**src/ppm_frame_generator_core_defines.svh**
```systemverilog
// Assertion macros used by the PPM frame generator sequencer.
// Each macro expects clk and rst_n in scope at the point of use.
`ifndef PPM_FRAME_GENERATOR_CORE_DEFINES_SVH
`define PPM_FRAME_GENERATOR_CORE_DEFINES_SVH

// Same-cycle implication, ignored while in reset.
`define PPMFG_ASSERT_NOW(label, ante, cons, msg) \
  label: assert property (@(posedge clk) disable iff (!rst_n) (ante) |-> (cons)) \
    else $error(msg);

// Next-cycle implication, ignored while in reset.
`define PPMFG_ASSERT_NEXT(label, ante, cons, msg) \
  label: assert property (@(posedge clk) disable iff (!rst_n) (ante) |=> (cons)) \
    else $error(msg);

`endif

```
**src/ppmfg_pkg.sv**
```systemverilog
// Shared types and constants for the PPM frame generator.
// No dependencies; used by every module of the block.
package ppmfg_pkg;

  localparam int MAX_CHANNELS = 8;
  localparam int TICK_BITS    = 16;

  localparam int CH_IDX_W  = (MAX_CHANNELS > 1) ? $clog2(MAX_CHANNELS) : 1;
  localparam int N_W       = $clog2(MAX_CHANNELS + 1);
  localparam int SEG_W     = $clog2(2 * MAX_CHANNELS + 3);
  localparam int LEN_W     = 26;
  localparam int SUM_W     = 20;
  localparam int VAL_W     = 16;
  localparam int PW_W      = 12;
  localparam int CC_W      = 4;
  localparam int IDX_W     = 3;
  localparam int OUT_SEG_W = 5;
  localparam int PADDR_W   = 5;
  localparam int PDATA_W   = 32;

  localparam logic [TICK_BITS-1:0] TICK_MAX   = '1;
  localparam logic [SUM_W-1:0]     SUM_MAX    = '1;
  localparam logic [VAL_W-1:0]     CH_RST_VAL = VAL_W'(1000);

  typedef enum logic [2:0] {
    REG_ENABLE        = 3'd0,
    REG_PULSE_WIDTH   = 3'd1,
    REG_FRAME_PERIOD  = 3'd2,
    REG_CHANNEL_COUNT = 3'd3,
    REG_MIN_VALUE     = 3'd4,
    REG_MAX_VALUE     = 3'd5,
    REG_ACTIVE_LEVEL  = 3'd6
  } reg_idx_t;

  typedef struct packed {
    logic             enable;
    logic [PW_W-1:0]  pulse_width;
    logic [VAL_W-1:0] frame_period;
    logic [CC_W-1:0]  channel_count;
    logic [VAL_W-1:0] min_value;
    logic [VAL_W-1:0] max_value;
    logic             active_level;
  } cfg_t;

  typedef struct packed {
    logic                 ppm_out;
    logic                 frame_start;
    logic [OUT_SEG_W-1:0] segment_index;
    logic                 sync_active;
    logic                 gap_clamped;
  } res_t;

endpackage

```
**src/ppmfg_cfg.sv**
```systemverilog
// APB-style configuration registers of the PPM frame generator.
// Depends on ppmfg_pkg; issues a restart pulse when enable is written to 0.
module ppmfg_cfg (
  input  logic                          clk,
  input  logic                          rst_n,
  input  logic                          psel,
  input  logic                          penable,
  input  logic                          pwrite,
  input  logic [ppmfg_pkg::PADDR_W-1:0] paddr,
  input  logic [ppmfg_pkg::PDATA_W-1:0] pwdata,
  output logic [ppmfg_pkg::PDATA_W-1:0] prdata,
  output logic                          pready,
  output ppmfg_pkg::cfg_t               cfg,
  output logic                          restart
);

  ppmfg_pkg::cfg_t cfg_r, cfg_nxt;
  ppmfg_pkg::reg_idx_t reg_idx;
  logic wr_en;

  assign reg_idx = ppmfg_pkg::reg_idx_t'(paddr[4:2]);
  assign wr_en   = psel & penable & pwrite;
  assign pready  = 1'b1;
  assign cfg     = cfg_r;
  assign restart = wr_en && (reg_idx == ppmfg_pkg::REG_ENABLE) && !pwdata[0];

  always_comb begin
    cfg_nxt = cfg_r;
    if (wr_en) begin
      case (reg_idx)
        ppmfg_pkg::REG_ENABLE:        cfg_nxt.enable        = pwdata[0];
        ppmfg_pkg::REG_PULSE_WIDTH:   cfg_nxt.pulse_width   = pwdata[ppmfg_pkg::PW_W-1:0];
        ppmfg_pkg::REG_FRAME_PERIOD:  cfg_nxt.frame_period  = pwdata[ppmfg_pkg::VAL_W-1:0];
        ppmfg_pkg::REG_CHANNEL_COUNT: cfg_nxt.channel_count = pwdata[ppmfg_pkg::CC_W-1:0];
        ppmfg_pkg::REG_MIN_VALUE:     cfg_nxt.min_value     = pwdata[ppmfg_pkg::VAL_W-1:0];
        ppmfg_pkg::REG_MAX_VALUE:     cfg_nxt.max_value     = pwdata[ppmfg_pkg::VAL_W-1:0];
        ppmfg_pkg::REG_ACTIVE_LEVEL:  cfg_nxt.active_level  = pwdata[0];
        default: ;
      endcase
    end
  end

  always_comb begin
    case (reg_idx)
      ppmfg_pkg::REG_ENABLE:        prdata = ppmfg_pkg::PDATA_W'(cfg_r.enable);
      ppmfg_pkg::REG_PULSE_WIDTH:   prdata = ppmfg_pkg::PDATA_W'(cfg_r.pulse_width);
      ppmfg_pkg::REG_FRAME_PERIOD:  prdata = ppmfg_pkg::PDATA_W'(cfg_r.frame_period);
      ppmfg_pkg::REG_CHANNEL_COUNT: prdata = ppmfg_pkg::PDATA_W'(cfg_r.channel_count);
      ppmfg_pkg::REG_MIN_VALUE:     prdata = ppmfg_pkg::PDATA_W'(cfg_r.min_value);
      ppmfg_pkg::REG_MAX_VALUE:     prdata = ppmfg_pkg::PDATA_W'(cfg_r.max_value);
      ppmfg_pkg::REG_ACTIVE_LEVEL:  prdata = ppmfg_pkg::PDATA_W'(cfg_r.active_level);
      default:                      prdata = '0;
    endcase
  end

  always_ff @(posedge clk) begin
    if (!rst_n) begin
      cfg_r.enable        <= 1'b0;
      cfg_r.pulse_width   <= ppmfg_pkg::PW_W'(300);
      cfg_r.frame_period  <= ppmfg_pkg::VAL_W'(20000);
      cfg_r.channel_count <= ppmfg_pkg::CC_W'(6);
      cfg_r.min_value     <= ppmfg_pkg::VAL_W'(1000);
      cfg_r.max_value     <= ppmfg_pkg::VAL_W'(2000);
      cfg_r.active_level  <= 1'b1;
    end else begin
      cfg_r <= cfg_nxt;
    end
  end

endmodule

```
**src/ppmfg_chan_mem.sv**
```systemverilog
// Channel value memory: clamps writes, prefetches one entry with a registered read.
// Depends on ppmfg_pkg; unwritten entries read as the reset channel value.
module ppmfg_chan_mem (
  input  logic                           clk,
  input  logic                           rst_n,
  input  ppmfg_pkg::cfg_t                cfg,
  input  logic                           wr_req,
  input  logic [ppmfg_pkg::IDX_W-1:0]    wr_index,
  input  logic [ppmfg_pkg::VAL_W-1:0]    wr_value,
  input  logic [ppmfg_pkg::CH_IDX_W-1:0] rd_addr,
  output logic [ppmfg_pkg::VAL_W-1:0]    rd_data
);

  logic [ppmfg_pkg::VAL_W-1:0] mem [ppmfg_pkg::MAX_CHANNELS];
  logic [ppmfg_pkg::MAX_CHANNELS-1:0] vld_r;
  logic [ppmfg_pkg::VAL_W-1:0] rd_mem_r, fwd_data_r, lim_val, clamp_val;
  logic fwd_r, rd_vld_r, wr_en;
  logic [ppmfg_pkg::CH_IDX_W-1:0] wr_addr;

  // limit to max first, then raise to min so min wins
  assign lim_val   = (wr_value > cfg.max_value) ? cfg.max_value : wr_value;
  assign clamp_val = (lim_val < cfg.min_value) ? cfg.min_value : lim_val;
  assign wr_en     = wr_req && (32'(wr_index) < ppmfg_pkg::MAX_CHANNELS);
  assign wr_addr   = ppmfg_pkg::CH_IDX_W'(wr_index);

  always_ff @(posedge clk) begin
    if (wr_en) begin
      mem[wr_addr] <= clamp_val;
    end
    rd_mem_r   <= mem[rd_addr];
    fwd_data_r <= clamp_val;
  end

  always_ff @(posedge clk) begin
    if (!rst_n) begin
      vld_r    <= '0;
      fwd_r    <= 1'b0;
      rd_vld_r <= 1'b0;
    end else begin
      if (wr_en) begin
        vld_r[wr_addr] <= 1'b1;
      end
      fwd_r    <= wr_en && (wr_addr == rd_addr);
      rd_vld_r <= vld_r[rd_addr];
    end
  end

  always_comb begin
    if (fwd_r) begin
      rd_data = fwd_data_r;
    end else if (rd_vld_r) begin
      rd_data = rd_mem_r;
    end else begin
      rd_data = ppmfg_pkg::CH_RST_VAL;
    end
  end

endmodule

```
**src/ppmfg_seq.sv**
```systemverilog
// Frame sequencer: segment counter, tick counter and frame sum, result per item.
// Depends on ppmfg_pkg and the assertion macros; reads channels via prefetch.
`include "ppm_frame_generator_core_defines.svh"

module ppmfg_seq (
  input  logic                           clk,
  input  logic                           rst_n,
  input  ppmfg_pkg::cfg_t                cfg,
  input  logic                           restart,
  input  logic                           tick,
  input  logic [ppmfg_pkg::VAL_W-1:0]    rd_data,
  output logic [ppmfg_pkg::CH_IDX_W-1:0] rd_addr,
  output ppmfg_pkg::res_t                res
);

  typedef struct packed {
    logic [ppmfg_pkg::TICK_BITS-1:0] len;
    logic                            clamped;
  } fit_t;

  function automatic fit_t fit_len(input logic signed [ppmfg_pkg::LEN_W-1:0] len);
    fit_t f;
    f.clamped = 1'b0;
    if (len < $signed(ppmfg_pkg::LEN_W'(1))) begin
      f.len     = ppmfg_pkg::TICK_BITS'(1);
      f.clamped = 1'b1;
    end else if (len > $signed(ppmfg_pkg::LEN_W'(ppmfg_pkg::TICK_MAX))) begin
      f.len = ppmfg_pkg::TICK_MAX;
    end else begin
      f.len = ppmfg_pkg::TICK_BITS'(len);
    end
    return f;
  endfunction

  logic [ppmfg_pkg::SEG_W-1:0]     seg_r, seg_nxt, seg_inc, start_seg, last_seg;
  logic [ppmfg_pkg::TICK_BITS-1:0] ticks_r, ticks_nxt;
  logic [ppmfg_pkg::SUM_W-1:0]     sum_r, sum_nxt, sum_base, sum_sat;
  logic [ppmfg_pkg::SUM_W:0]       sum_add;
  logic                            sync_r, sync_nxt;
  logic [ppmfg_pkg::N_W-1:0]       n_ch;
  logic [ppmfg_pkg::PW_W-1:0]      pw_eff;
  logic [ppmfg_pkg::SEG_W-2:0]     rd_half;
  logic signed [ppmfg_pkg::LEN_W-1:0] mark_len, gap_len, sync_len;
  fit_t                            fit;
  logic                            is_gap, is_sync, fstart, clamped, running;

  always_comb begin
    if (cfg.channel_count == '0) begin
      n_ch = ppmfg_pkg::N_W'(1);
    end else if (32'(cfg.channel_count) > ppmfg_pkg::MAX_CHANNELS) begin
      n_ch = ppmfg_pkg::N_W'(ppmfg_pkg::MAX_CHANNELS);
    end else begin
      n_ch = ppmfg_pkg::N_W'(cfg.channel_count);
    end
  end

  assign pw_eff   = (cfg.pulse_width == '0) ? ppmfg_pkg::PW_W'(1) : cfg.pulse_width;
  assign last_seg = ppmfg_pkg::SEG_W'({n_ch, 1'b1});
  assign seg_inc  = seg_r + ppmfg_pkg::SEG_W'(1);

  // idle starts a frame; wrap past the sync gap, also when the count shrank
  assign start_seg = (ticks_r == '0 || seg_inc > last_seg) ? '0 : seg_inc;
  assign is_gap    = start_seg[0] && (start_seg < last_seg);
  assign is_sync   = start_seg[0] && !is_gap;

  assign sum_base = (start_seg == '0) ? '0 : sum_r;
  assign sum_add  = {1'b0, sum_base} + (ppmfg_pkg::SUM_W + 1)'(rd_data);
  assign sum_sat  = sum_add[ppmfg_pkg::SUM_W] ? ppmfg_pkg::SUM_MAX
                                               : sum_add[ppmfg_pkg::SUM_W-1:0];

  assign mark_len = $signed(ppmfg_pkg::LEN_W'(pw_eff));
  assign gap_len  = $signed(ppmfg_pkg::LEN_W'(rd_data)) - mark_len;
  assign sync_len = $signed(ppmfg_pkg::LEN_W'(cfg.frame_period)) - mark_len
                    - $signed(ppmfg_pkg::LEN_W'(sum_r));

  always_comb begin
    if (is_gap) begin
      fit = fit_len(gap_len);
    end else if (is_sync) begin
      fit = fit_len(sync_len);
    end else begin
      fit = fit_len(mark_len);
    end
  end

  always_comb begin
    seg_nxt   = seg_r;
    ticks_nxt = ticks_r;
    sum_nxt   = sum_r;
    sync_nxt  = sync_r;
    fstart    = 1'b0;
    clamped   = 1'b0;
    if (restart || (tick && !cfg.enable)) begin
      seg_nxt   = '0;
      ticks_nxt = '0;
      sum_nxt   = '0;
      sync_nxt  = 1'b0;
    end else if (tick) begin
      if (ticks_r == '0 || ticks_r == ppmfg_pkg::TICK_BITS'(1)) begin
        seg_nxt   = start_seg;
        ticks_nxt = fit.len;
        sync_nxt  = is_sync;
        clamped   = fit.clamped;
        fstart    = (start_seg == '0);
        if (is_gap) begin
          sum_nxt = sum_sat;
        end else if (start_seg == '0) begin
          sum_nxt = '0;
        end
      end else begin
        ticks_nxt = ticks_r - ppmfg_pkg::TICK_BITS'(1);
      end
    end
  end

  // prefetch the channel of the gap that follows the coming segment
  assign rd_half = seg_nxt[ppmfg_pkg::SEG_W-1:1];
  assign rd_addr = (32'(rd_half) < ppmfg_pkg::MAX_CHANNELS)
                   ? ppmfg_pkg::CH_IDX_W'(rd_half) : '0;

  assign running           = (ticks_nxt != '0);
  assign res.ppm_out       = (running && !seg_nxt[0]) ? cfg.active_level : !cfg.active_level;
  assign res.frame_start   = fstart;
  assign res.segment_index = running ? ppmfg_pkg::OUT_SEG_W'(seg_nxt) : '0;
  assign res.sync_active   = running && sync_nxt;
  assign res.gap_clamped   = clamped;

  always_ff @(posedge clk) begin
    if (!rst_n) begin
      seg_r   <= '0;
      ticks_r <= '0;
      sum_r   <= '0;
      sync_r  <= 1'b0;
    end else begin
      seg_r   <= seg_nxt;
      ticks_r <= ticks_nxt;
      sum_r   <= sum_nxt;
      sync_r  <= sync_nxt;
    end
  end

  `PPMFG_ASSERT_NOW(a_idle_seg_zero, ticks_r == '0, seg_r == '0 && sum_r == '0,
    "idle with nonzero segment or frame sum")
  `PPMFG_ASSERT_NOW(a_seg_range, 1'b1,
    32'(seg_r) <= 2 * ppmfg_pkg::MAX_CHANNELS + 1, "segment counter out of range")
  `PPMFG_ASSERT_NOW(a_sync_odd, sync_r, seg_r[0], "sync flag on a marker segment")
  `PPMFG_ASSERT_NEXT(a_disable_idles, tick && !cfg.enable, ticks_r == '0,
    "disabled tick did not idle the generator")

endmodule

```
**src/ppm_frame_generator_core.sv**
```systemverilog
// PPM frame generator: one item accepted per clock unless a held result stalls, its result
// registered in the next cycle. A channel write uses the memory write port while the
// sequencer prefetches the next gap's channel through the registered read port.
// Reset (synchronous, rst_n low) clears control state and configuration to defaults;
// channel entries read as 1000 until written, so no clearing pass is needed.
module ppm_frame_generator_core (
  input  logic                          clk,
  input  logic                          rst_n,
  input  logic                          in_valid,
  output logic                          in_ready,
  input  logic                          in_command,
  input  logic [ppmfg_pkg::IDX_W-1:0]   in_channel_index,
  input  logic [ppmfg_pkg::VAL_W-1:0]   in_channel_value,
  output logic                          out_valid,
  input  logic                          out_ready,
  output logic                          out_ppm_out,
  output logic                          out_frame_start,
  output logic [ppmfg_pkg::OUT_SEG_W-1:0] out_segment_index,
  output logic                          out_sync_active,
  output logic                          out_gap_clamped,
  input  logic                          psel,
  input  logic                          penable,
  input  logic                          pwrite,
  input  logic [ppmfg_pkg::PADDR_W-1:0] paddr,
  input  logic [ppmfg_pkg::PDATA_W-1:0] pwdata,
  output logic [ppmfg_pkg::PDATA_W-1:0] prdata,
  output logic                          pready
);

  ppmfg_pkg::cfg_t cfg;
  ppmfg_pkg::res_t res, res_r;
  logic restart, accept, tick, wr_req, out_valid_r;
  logic [ppmfg_pkg::CH_IDX_W-1:0] rd_addr;
  logic [ppmfg_pkg::VAL_W-1:0] rd_data;

  assign in_ready = !out_valid_r || out_ready;
  assign accept   = in_valid && in_ready;
  assign tick     = accept && !in_command;
  assign wr_req   = accept && in_command;

  ppmfg_cfg u_cfg (
    .clk     (clk),
    .rst_n   (rst_n),
    .psel    (psel),
    .penable (penable),
    .pwrite  (pwrite),
    .paddr   (paddr),
    .pwdata  (pwdata),
    .prdata  (prdata),
    .pready  (pready),
    .cfg     (cfg),
    .restart (restart)
  );

  ppmfg_chan_mem u_mem (
    .clk      (clk),
    .rst_n    (rst_n),
    .cfg      (cfg),
    .wr_req   (wr_req),
    .wr_index (in_channel_index),
    .wr_value (in_channel_value),
    .rd_addr  (rd_addr),
    .rd_data  (rd_data)
  );

  ppmfg_seq u_seq (
    .clk     (clk),
    .rst_n   (rst_n),
    .cfg     (cfg),
    .restart (restart),
    .tick    (tick),
    .rd_data (rd_data),
    .rd_addr (rd_addr),
    .res     (res)
  );

  // hold the result until taken; a new item may replace it in the same cycle
  always_ff @(posedge clk) begin
    if (!rst_n) begin
      out_valid_r <= 1'b0;
    end else begin
      out_valid_r <= accept || (out_valid_r && !out_ready);
    end
  end

  always_ff @(posedge clk) begin
    if (accept) begin
      res_r <= res;
    end
  end

  assign out_valid         = out_valid_r;
  assign out_ppm_out       = res_r.ppm_out;
  assign out_frame_start   = res_r.frame_start;
  assign out_segment_index = res_r.segment_index;
  assign out_sync_active   = res_r.sync_active;
  assign out_gap_clamped   = res_r.gap_clamped;

endmodule

```
**config.mk**
```make
export PLATFORM = sky130hd
export DESIGN_NAME = ppm_frame_generator_core
export DESIGN_NICKNAME = d
export VERILOG_FILES = /design/src/ppmfg_pkg.sv /design/src/ppmfg_cfg.sv /design/src/ppmfg_chan_mem.sv /design/src/ppmfg_seq.sv /design/src/ppm_frame_generator_core.sv
export VERILOG_INCLUDE_DIRS = /design/src /design/src/src
export SDC_FILE = /design/constraint.sdc
export NUM_CORES = 1
export LEC_CHECK = 0
export BUFFER_PORTS_ARGS = -buffer_cell sky130_fd_sc_hd__buf_4
export CORE_MARGIN = 4
export CORE_UTILIZATION = 30
export DETAILED_ROUTE_END_ITERATION = 6
export PLACE_DENSITY = 0.45
export SETUP_SLACK_MARGIN = 0.4
export SLEW_MARGIN = 20
export SYNTH_ARGS = -nofsm -noshare
export SYNTH_HDL_FRONTEND = slang
export SYNTH_SLANG_ARGS = --single-unit
```
**constraint.sdc**
```tcl
create_clock -name clk -period 10.95 [get_ports clk]
set_clock_uncertainty 0.2 [all_clocks]
set_input_delay 0 -clock clk [delete_from_list [all_inputs] [get_ports clk]]
set_output_delay 0 -clock clk [all_outputs]
set_load 0.02 [all_outputs]
```
==> results of run 1 <==
area by class of cell:
type,count,area share
multi-input combinational,1500,0.460
antenna,2,0.000247
tap,756,0.0467
timing repair buffer,155,0.0641
clock inverter,15,0.0106
clock buffer,49,0.0473
sequential,288,0.352
inverter,100,0.0185
critical path, delay by kind of cell (launching register included):
kind / cells / cell delay (ns)
AOI/OAI and AO/OA: 17 / 3.76
and+or+nand+nor: 8 / 1.66
adders and majority gates: 2 / 0.48
DFF: 1 / 0.43
xor gates and xnor gates: 1 / 0.10
cells by family (layout without fill, tap and decap cells):
family,after synthesis,after routing
AO/OA/AOI/OAI,463,463
adder cells (fa/ha/maj),105,105
flip-flops,288,288
AND/OR/NAND/NOR,798,798
buffers and inverters,198,319
other,2,19
multiplexers,55,55
XOR/XNOR,62,62
per-stage QoR:
step	std cells	setup slack [ns]	cell area [µm²]	util
2_1_floorplan	1986	5.15	17200	-
3_3_place_gp	2745	4.06	18500	0.328
3_5_place_dp	2745	4.07	18500	0.328
4_1_cts	2863	4.05	20300	0.358
5_1_grt	2863	3.50	20300	0.358
6_report	2865	4.04	20300	0.359
path summary, 6_finish.rpt:
path	startpoint	endpoint	slack, ns	depth (start not counted)
worst max-delay path	u_cfg.cfg[54]$_SDFFE_PN0P_	out_segment_index[3]$_SDFFCE_PN0P_	4.04	28
worst min-delay path	in_channel_value[13]	u_mem.fwd_data_r[13]$_DFF_P_	0.02	3
worst max register to register	u_cfg.cfg[54]$_SDFFE_PN0P_	out_segment_index[3]$_SDFFCE_PN0P_	4.04	28
worst min register to register	u_mem.vld_r[1]$_SDFFE_PN0P_	u_mem.vld_r[1]$_SDFFE_PN0P_	0.27	2
report_power, final:
part           internal [mW]  total, mW  switching, mW  leakage [nW]
logic                  0.521       1.57           1.05          4.88
clock network          0.715       1.20          0.481         0.563
registers               1.19       1.25         0.0593          2.50
total                   2.43       4.02           1.59          7.94
routing by layer:
metal  up-vias  global-route usage  share of wire
met1      7254               0.264           0.46
li1       7258                   -              -
met3        88              0.0377          0.056
met4         0              0.0662          0.031
met5         -                   0              0
met2       408               0.314           0.46
repair_timing:
| item | 4_1_cts | 5_1_grt |
|---|---|---|
| setup buffers | 0 | 0 |
| endpoints found under the hold margin | 311 | 0 |
| hold buffers | 54 | 0 |
| setup endpoints to repair | 0 | 0 |
cell usage after synthesis, types with 14 or more instances:
| cell type | number | area, µm² |
|---|---|---|
| xor2_1 | 34 | 298 |
| o211ai_1 | 28 | 210 |
| and2_1 | 27 | 169 |
| a21oi_1 | 136 | 681 |
| o21ai_0 | 96 | 480 |
| ha_1 | 101 | 1260 |
| nor2b_1 | 18 | 113 |
| dfxtp_1 | 151 | 3020 |
| nor3_1 | 44 | 220 |
| clkbuf_1 | 67 | 251 |
| nand3_1 | 109 | 546 |
| mux2_2 | 29 | 327 |
| mux2i_1 | 25 | 250 |
| nor2_1 | 136 | 510 |
| nand4_1 | 14 | 87.6 |
| xnor2_1 | 28 | 245 |
| edfxtp_1 | 137 | 4110 |
| inv_1 | 100 | 375 |
| buf_4 | 18 | 135 |
| o22ai_1 | 15 | 93.8 |
| nand2_1 | 352 | 1320 |
| a21o_1 | 27 | 203 |
| o21a_1 | 18 | 135 |
| nor4_1 | 21 | 131 |
| nand2b_1 | 19 | 119 |
placed cells by master (no fill, tap or decap), drive strengths merged, types with 31 or more instances in the layout:
master       count
nand3          109
xor2            34
inv            103
dlygate4sd3     54
clkbuf          49
a21o            31
dfxtp          151
o21ai          101
nor3            44
nand2          352
ha             101
edfxtp         137
a21oi          136
buf            101
nor2           139
flip-flops by register name, indices dropped and copies added, names as in the netlist:
name,cells
out_valid,1
u_seq.ticks_r,16
out_ppm_out,1
u_mem.vld_r,8
u_mem.fwd_r,1
u_mem.fwd_data_r,16
u_mem.rd_mem_r,16
u_seq.sync_r,1
u_mem.mem,128
u_mem.rd_vld_r,1
u_cfg.cfg,66
out_segment_index,5
out_sync_active,1
u_seq.seg_r,5
out_frame_start,1
u_seq.sum_r,20
out_gap_clamped,1
==> results.py, run 1 <==
metrics = {
    "timing": {
        "fin_setup_tns_ns": 0,
        "hold-worst-slack_ns": 0.0189,
        "period_share": 0.631,
        "finalSetupViolCount": 0,
        "fmax_mhz": 145,
        "grt_setup_unrepaired": "no",
        "relSlewSlack": 0.282,
        "maxSlewViolCount": 0,
        "worstMarginPinSlew_ns": 1.08,
        "period_minus_slack_ns": 6.91,
        "hold_viol": 0,
    },
    "yosys": {
        "synth-async-reset-ratio": 0,
        "synthSimpleGateAreaFrac": 0.213,
        "synth.distinct_cells": 96,
        "synth-xor-area-share": 0.0316,
        "synth_adder_area_share": 0.0782,
        "syn_inst": 1971,
        "synth-seq-cells": 288,
        "synth_compound_area_frac": 0.178,
        "synth_seq_area_share": 0.415,
        "yosysWarnings": 0,
        "synthMuxAreaShare": 0.0342,
        "synth_top_family_by_area": "simple AND/OR/NAND/NOR gates",
        "syn-mean-instance-area_um2": 8.72,
        "synth-edff-count": 137,
        "syn-cell-area_mm2": 0.0172,
        "synth_ff_type": "dfxtp_1",
    },
    "run_status": {
        "status": "completed",
    },
    "min_path": {
        "min_path_type": "primary input to register",
    },
    "detailed_routing": {
        "wirelength_um": 61100,
        "wl_per_cell_um": 21.3,
        "ant_nets": 0,
        "drc_errors": 0,
        "vias": 15008,
        "dr.pass1.iters": 5,
        "viasPerCell": 5.24,
        "drt_iter0_markers": 1350,
    },
    "finish": {
        "fillers": 5799,
        "fin_nets": 2249,
        "areaGrowthSynthToFinish_pct": 17.9,
        "regArea_mm2": 0.00714,
        "multiInputGateArea_mm2": 0.00932,
        "drive_above_1_share": 0.110,
    },
    "floorplan": {
        "die_area_mm2": 0.0612,
        "die_w_um": 247,
        "die_h_um": 247,
        "num_io_pins": 108,
        "coreArea_mm2": 0.0565,
        "row_count": 87,
        "initial_core_util": 0.304,
    },
    "global_route": {
        "grt_first_pass_wirelength_um": 90500,
        "antenna_found_initial": 0,
        "first_global_vias": 14515,
        "overflow": 0,
        "track_usage": 0.195,
        "grt_max_degree": 65,
    },
    "cts": {
        "numCtsBuffers": 35,
        "ctsRootBufferMaster": "clkbuf_16",
        "htreeDepth": 2,
        "clock_latency_ns": 0.56,
        "cts.path.max_buffers": 3,
        "cts_num_sinks": 288,
        "cts_tree": "built",
        "clk_pin_slew_worst_paths_ns": 0.06,
        "cts_resized": 0,
    },
    "job": {
        "maxCapViolCount": 0,
    },
    "setup_path": {
        "start_kind": "register",
        "required_ns": 11.02,
        "worstPathArrival_ns": 6.98,
        "slowest_delay_ns": 0.43,
        "cp-end-kind": "register",
        "path_max_fanout": 7,
        "path_class": "register to register",
        "cp_slowest_cell": "dfxtp_1",
    },
    "power_and_ir_drop": {
        "power_density_mw_per_mm2": 199,
        "total_power_mw": 4.02,
        "vdd_drop_max_v": 0.000137,
        "p_leak_nw": 7.94,
    },
    "place": {
        "hpwl_um": 43900,
        "gp_congestion": 0.892,
        "numPortBuffers": 72,
    },
}
Power figures use the tool's default switching activity.
==> inputs of run 2 (changes only) <==
- PLACE_DENSITY: 0.45 -> 0.47
- clock period: 10.95 -> 5.95 ns (I/O delays scaled with it)
==> results.py, run 2 (synthesis gave the netlist of run 1 again) <==
metrics = {
    "global_route": {
        "track_usage": 0.202,
        "grt_first_pass_wirelength_um": 93600,
        "overflow": 0,
        "grt_max_degree": 65,
        "first_global_vias": 14756,
        "antenna_found_initial": 2,
    },
    "cts": {
        "clk_pin_slew_worst_paths_ns": 0.06,
        "htreeDepth": 2,
        "cts_num_sinks": 288,
        "numCtsBuffers": 35,
        "ctsRootBufferMaster": "clkbuf_16",
        "cts_tree": "built",
        "cts.path.max_buffers": 3,
        "clock_latency_ns": 0.55,
    },
    "detailed_routing": {
        "drc_errors": 0,
        "vias": 15272,
        "dr.pass1.iters": 5,
        "drt_iter0_markers": 1165,
        "wirelength_um": 62800,
        "viasPerCell": 5.21,
        "wl_per_cell_um": 21.4,
        "ant_nets": 0,
    },
    "place": {
        "hpwl_um": 46300,
        "placedCellCount": 2807,
        "numPortBuffers": 72,
        "gp_congestion": 0.904,
        "placed_cell_area_mm2": 0.0190,
    },
    "finish": {
        "multiInputGateArea_mm2": 0.00956,
        "final_area_mm2": 0.0210,
        "diodes": 0,
        "areaGrowthSynthToFinish_pct": 22.5,
        "largest_register_ffs": 128,
        "drive_above_1_share": 0.159,
        "regArea_mm2": 0.00714,
        "largest-register": "u_mem.mem",
        "stdcell_count": 2932,
        "most-common-layout-cells": "nand2_1 (349), buf_4 (166), dfxtp_1 (148)",
        "fin_nets": 2320,
        "final_common_cell": "nand2_1",
        "fillers": 5756,
    },
    "power_and_ir_drop": {
        "vdd_drop_max_v": 0.000271,
        "total_power_mw": 7.94,
        "power_density_mw_per_mm2": 377,
        "p_leak_nw": 8.34,
    },
    "setup_path": {
        "cp_common_cell": "o21a_1",
        "rrSetupSlack_ns": 0.01,
        "crit_buf_inv": 1,
        "required_ns": 6.04,
        "r2r.worst_path.cells": 29,
        "cp_slowest_cell": "a2111oi_4",
        "setup.worst_path.end": "out_sync_active$_DFFE_PP_",
        "worstPathArrival_ns": 6.03,
        "path_class": "register to register",
        "slowest_delay_ns": 0.37,
        "r2r_start": "u_cfg.cfg[57]$_SDFFE_PN0P_",
        "start_kind": "register",
        "cpLargestDelayFamily": "compound AO/OA/AOI/OAI gates",
        "startpoint": "u_cfg.cfg[57]$_SDFFE_PN0P_",
        "cp-end-kind": "register",
        "path_max_fanout": 6,
        "timing.rr.end": "out_sync_active$_DFFE_PP_",
        "worst-path-stages": 29,
    },
    "job": {
        "maxCapViolCount": 0,
    },
    "floorplan": {
        "num_io_pins": 108,
        "coreArea_mm2": 0.0565,
        "initial_core_util": 0.304,
        "die_w_um": 247,
        "row_count": 87,
        "die_area_mm2": 0.0612,
        "die_h_um": 247,
    },
    "run_status": {
        "status": "completed",
    },
    "timing": {
        "worstMarginPinSlew_ns": 1.05,
        "hold_viol": 0,
        "grt_setup_unrepaired": "yes",
        "period_minus_slack_ns": 5.94,
        "period_share": 0.998,
        "maxSlewViolCount": 0,
        "finalSetupViolCount": 0,
        "relSlewSlack": 0.298,
        "fmax_mhz": 168,
        "hold-worst-slack_ns": 0.0794,
        "fin_setup_tns_ns": 0,
    },
    "min_path": {
        "min_path_type": "primary input to register",
    },
}
-- run 2: changes by cell type in the layout (fill, tap and decap cells not counted), moves of 4 or more --
cell and change:
a21oi_2 +10, o21ai_0 -7, a21oi_1 -10, buf_4 +65, nor2_4 +5, buf_6 +8, nor3_2 +4, nor2_1 -5
-- run 2: how the worst min path moves through the flow --
stage | startpoint | endpoint | slack [ns] | depth (start not counted)
after CTS | in_channel_value[13] | u_mem.fwd_data_r[13]$_DFF_P_ | 0.05 | 3
after detailed placement | pwdata[14] | u_cfg.cfg[51]$_SDFFE_PN1P_ | 0.06 | 3
after global routing | in_channel_value[13] | u_mem.fwd_data_r[13]$_DFF_P_ | 0.09 | 3
after floorplan | pwdata[5] | u_cfg.cfg[42]$_SDFFE_PN1P_ | -0.08 | 2
final | in_channel_value[13] | u_mem.fwd_data_r[13]$_DFF_P_ | 0.08 | 3
after global placement | in_valid | out_valid$_SDFF_PN0_ | 0.05 | 3
-- run 2: through the flow --
stage / setup WS, ns / utilization
after floorplan: 0.503 / -
after global placement: -0.0641 / 0.336
after detailed placement: -0.148 / 0.337
after CTS: 0.0637 / 0.368
after global routing: -0.282 / 0.372
final: 0.0103 / 0.372
-- run 2: repair_timing --
item | 4_1_cts | 5_1_grt
gates resized for setup | 14 | 48
pin swaps | 13 | 15
setup buffers | 2 | 9
endpoints found under the hold margin | 295 | 0
hold buffers | 52 | 0
endpoints found under the setup margin | 16 | 150
-- run 2: worst register-to-register path: cells and delay by family (launching register included) --
family | cells | cell delay, ns
simple gates | 7 | 1.15
buf+inv | 1 | 0.14
flops | 1 | 0.33
xor+xnor | 2 | 0.31
fa+ha+maj | 2 | 0.44
compound gates | 17 | 3.13
-- run 2: final cells by class --
class                      count  share of cell area
tap                          756              0.0450
inverter                     100              0.0178
sequential                   288               0.339
clock buffer                  50              0.0457
timing repair buffer         226              0.0882
multi-input combinational   1500               0.454
clock inverter                12             0.00975
-- run 2: routing by layer --
| layer | global-route usage | up-vias | routed length (µm) |
|---|---|---|---|
| met5 | 0 | - | 13 |
| met4 | 0.0514 | 2 | 1460 |
| met3 | 0.0249 | 88 | 3150 |
| met2 | 0.333 | 403 | 29300 |
| met1 | 0.282 | 7376 | 28800 |
| li1 | - | 7403 | - |
-- run 2: report_power, final --
part,switching [mW],internal [mW],total [mW]
Sequential,0.103,2.20,2.30
Combinational,2.17,1.29,3.46
Clock,0.875,1.31,2.19
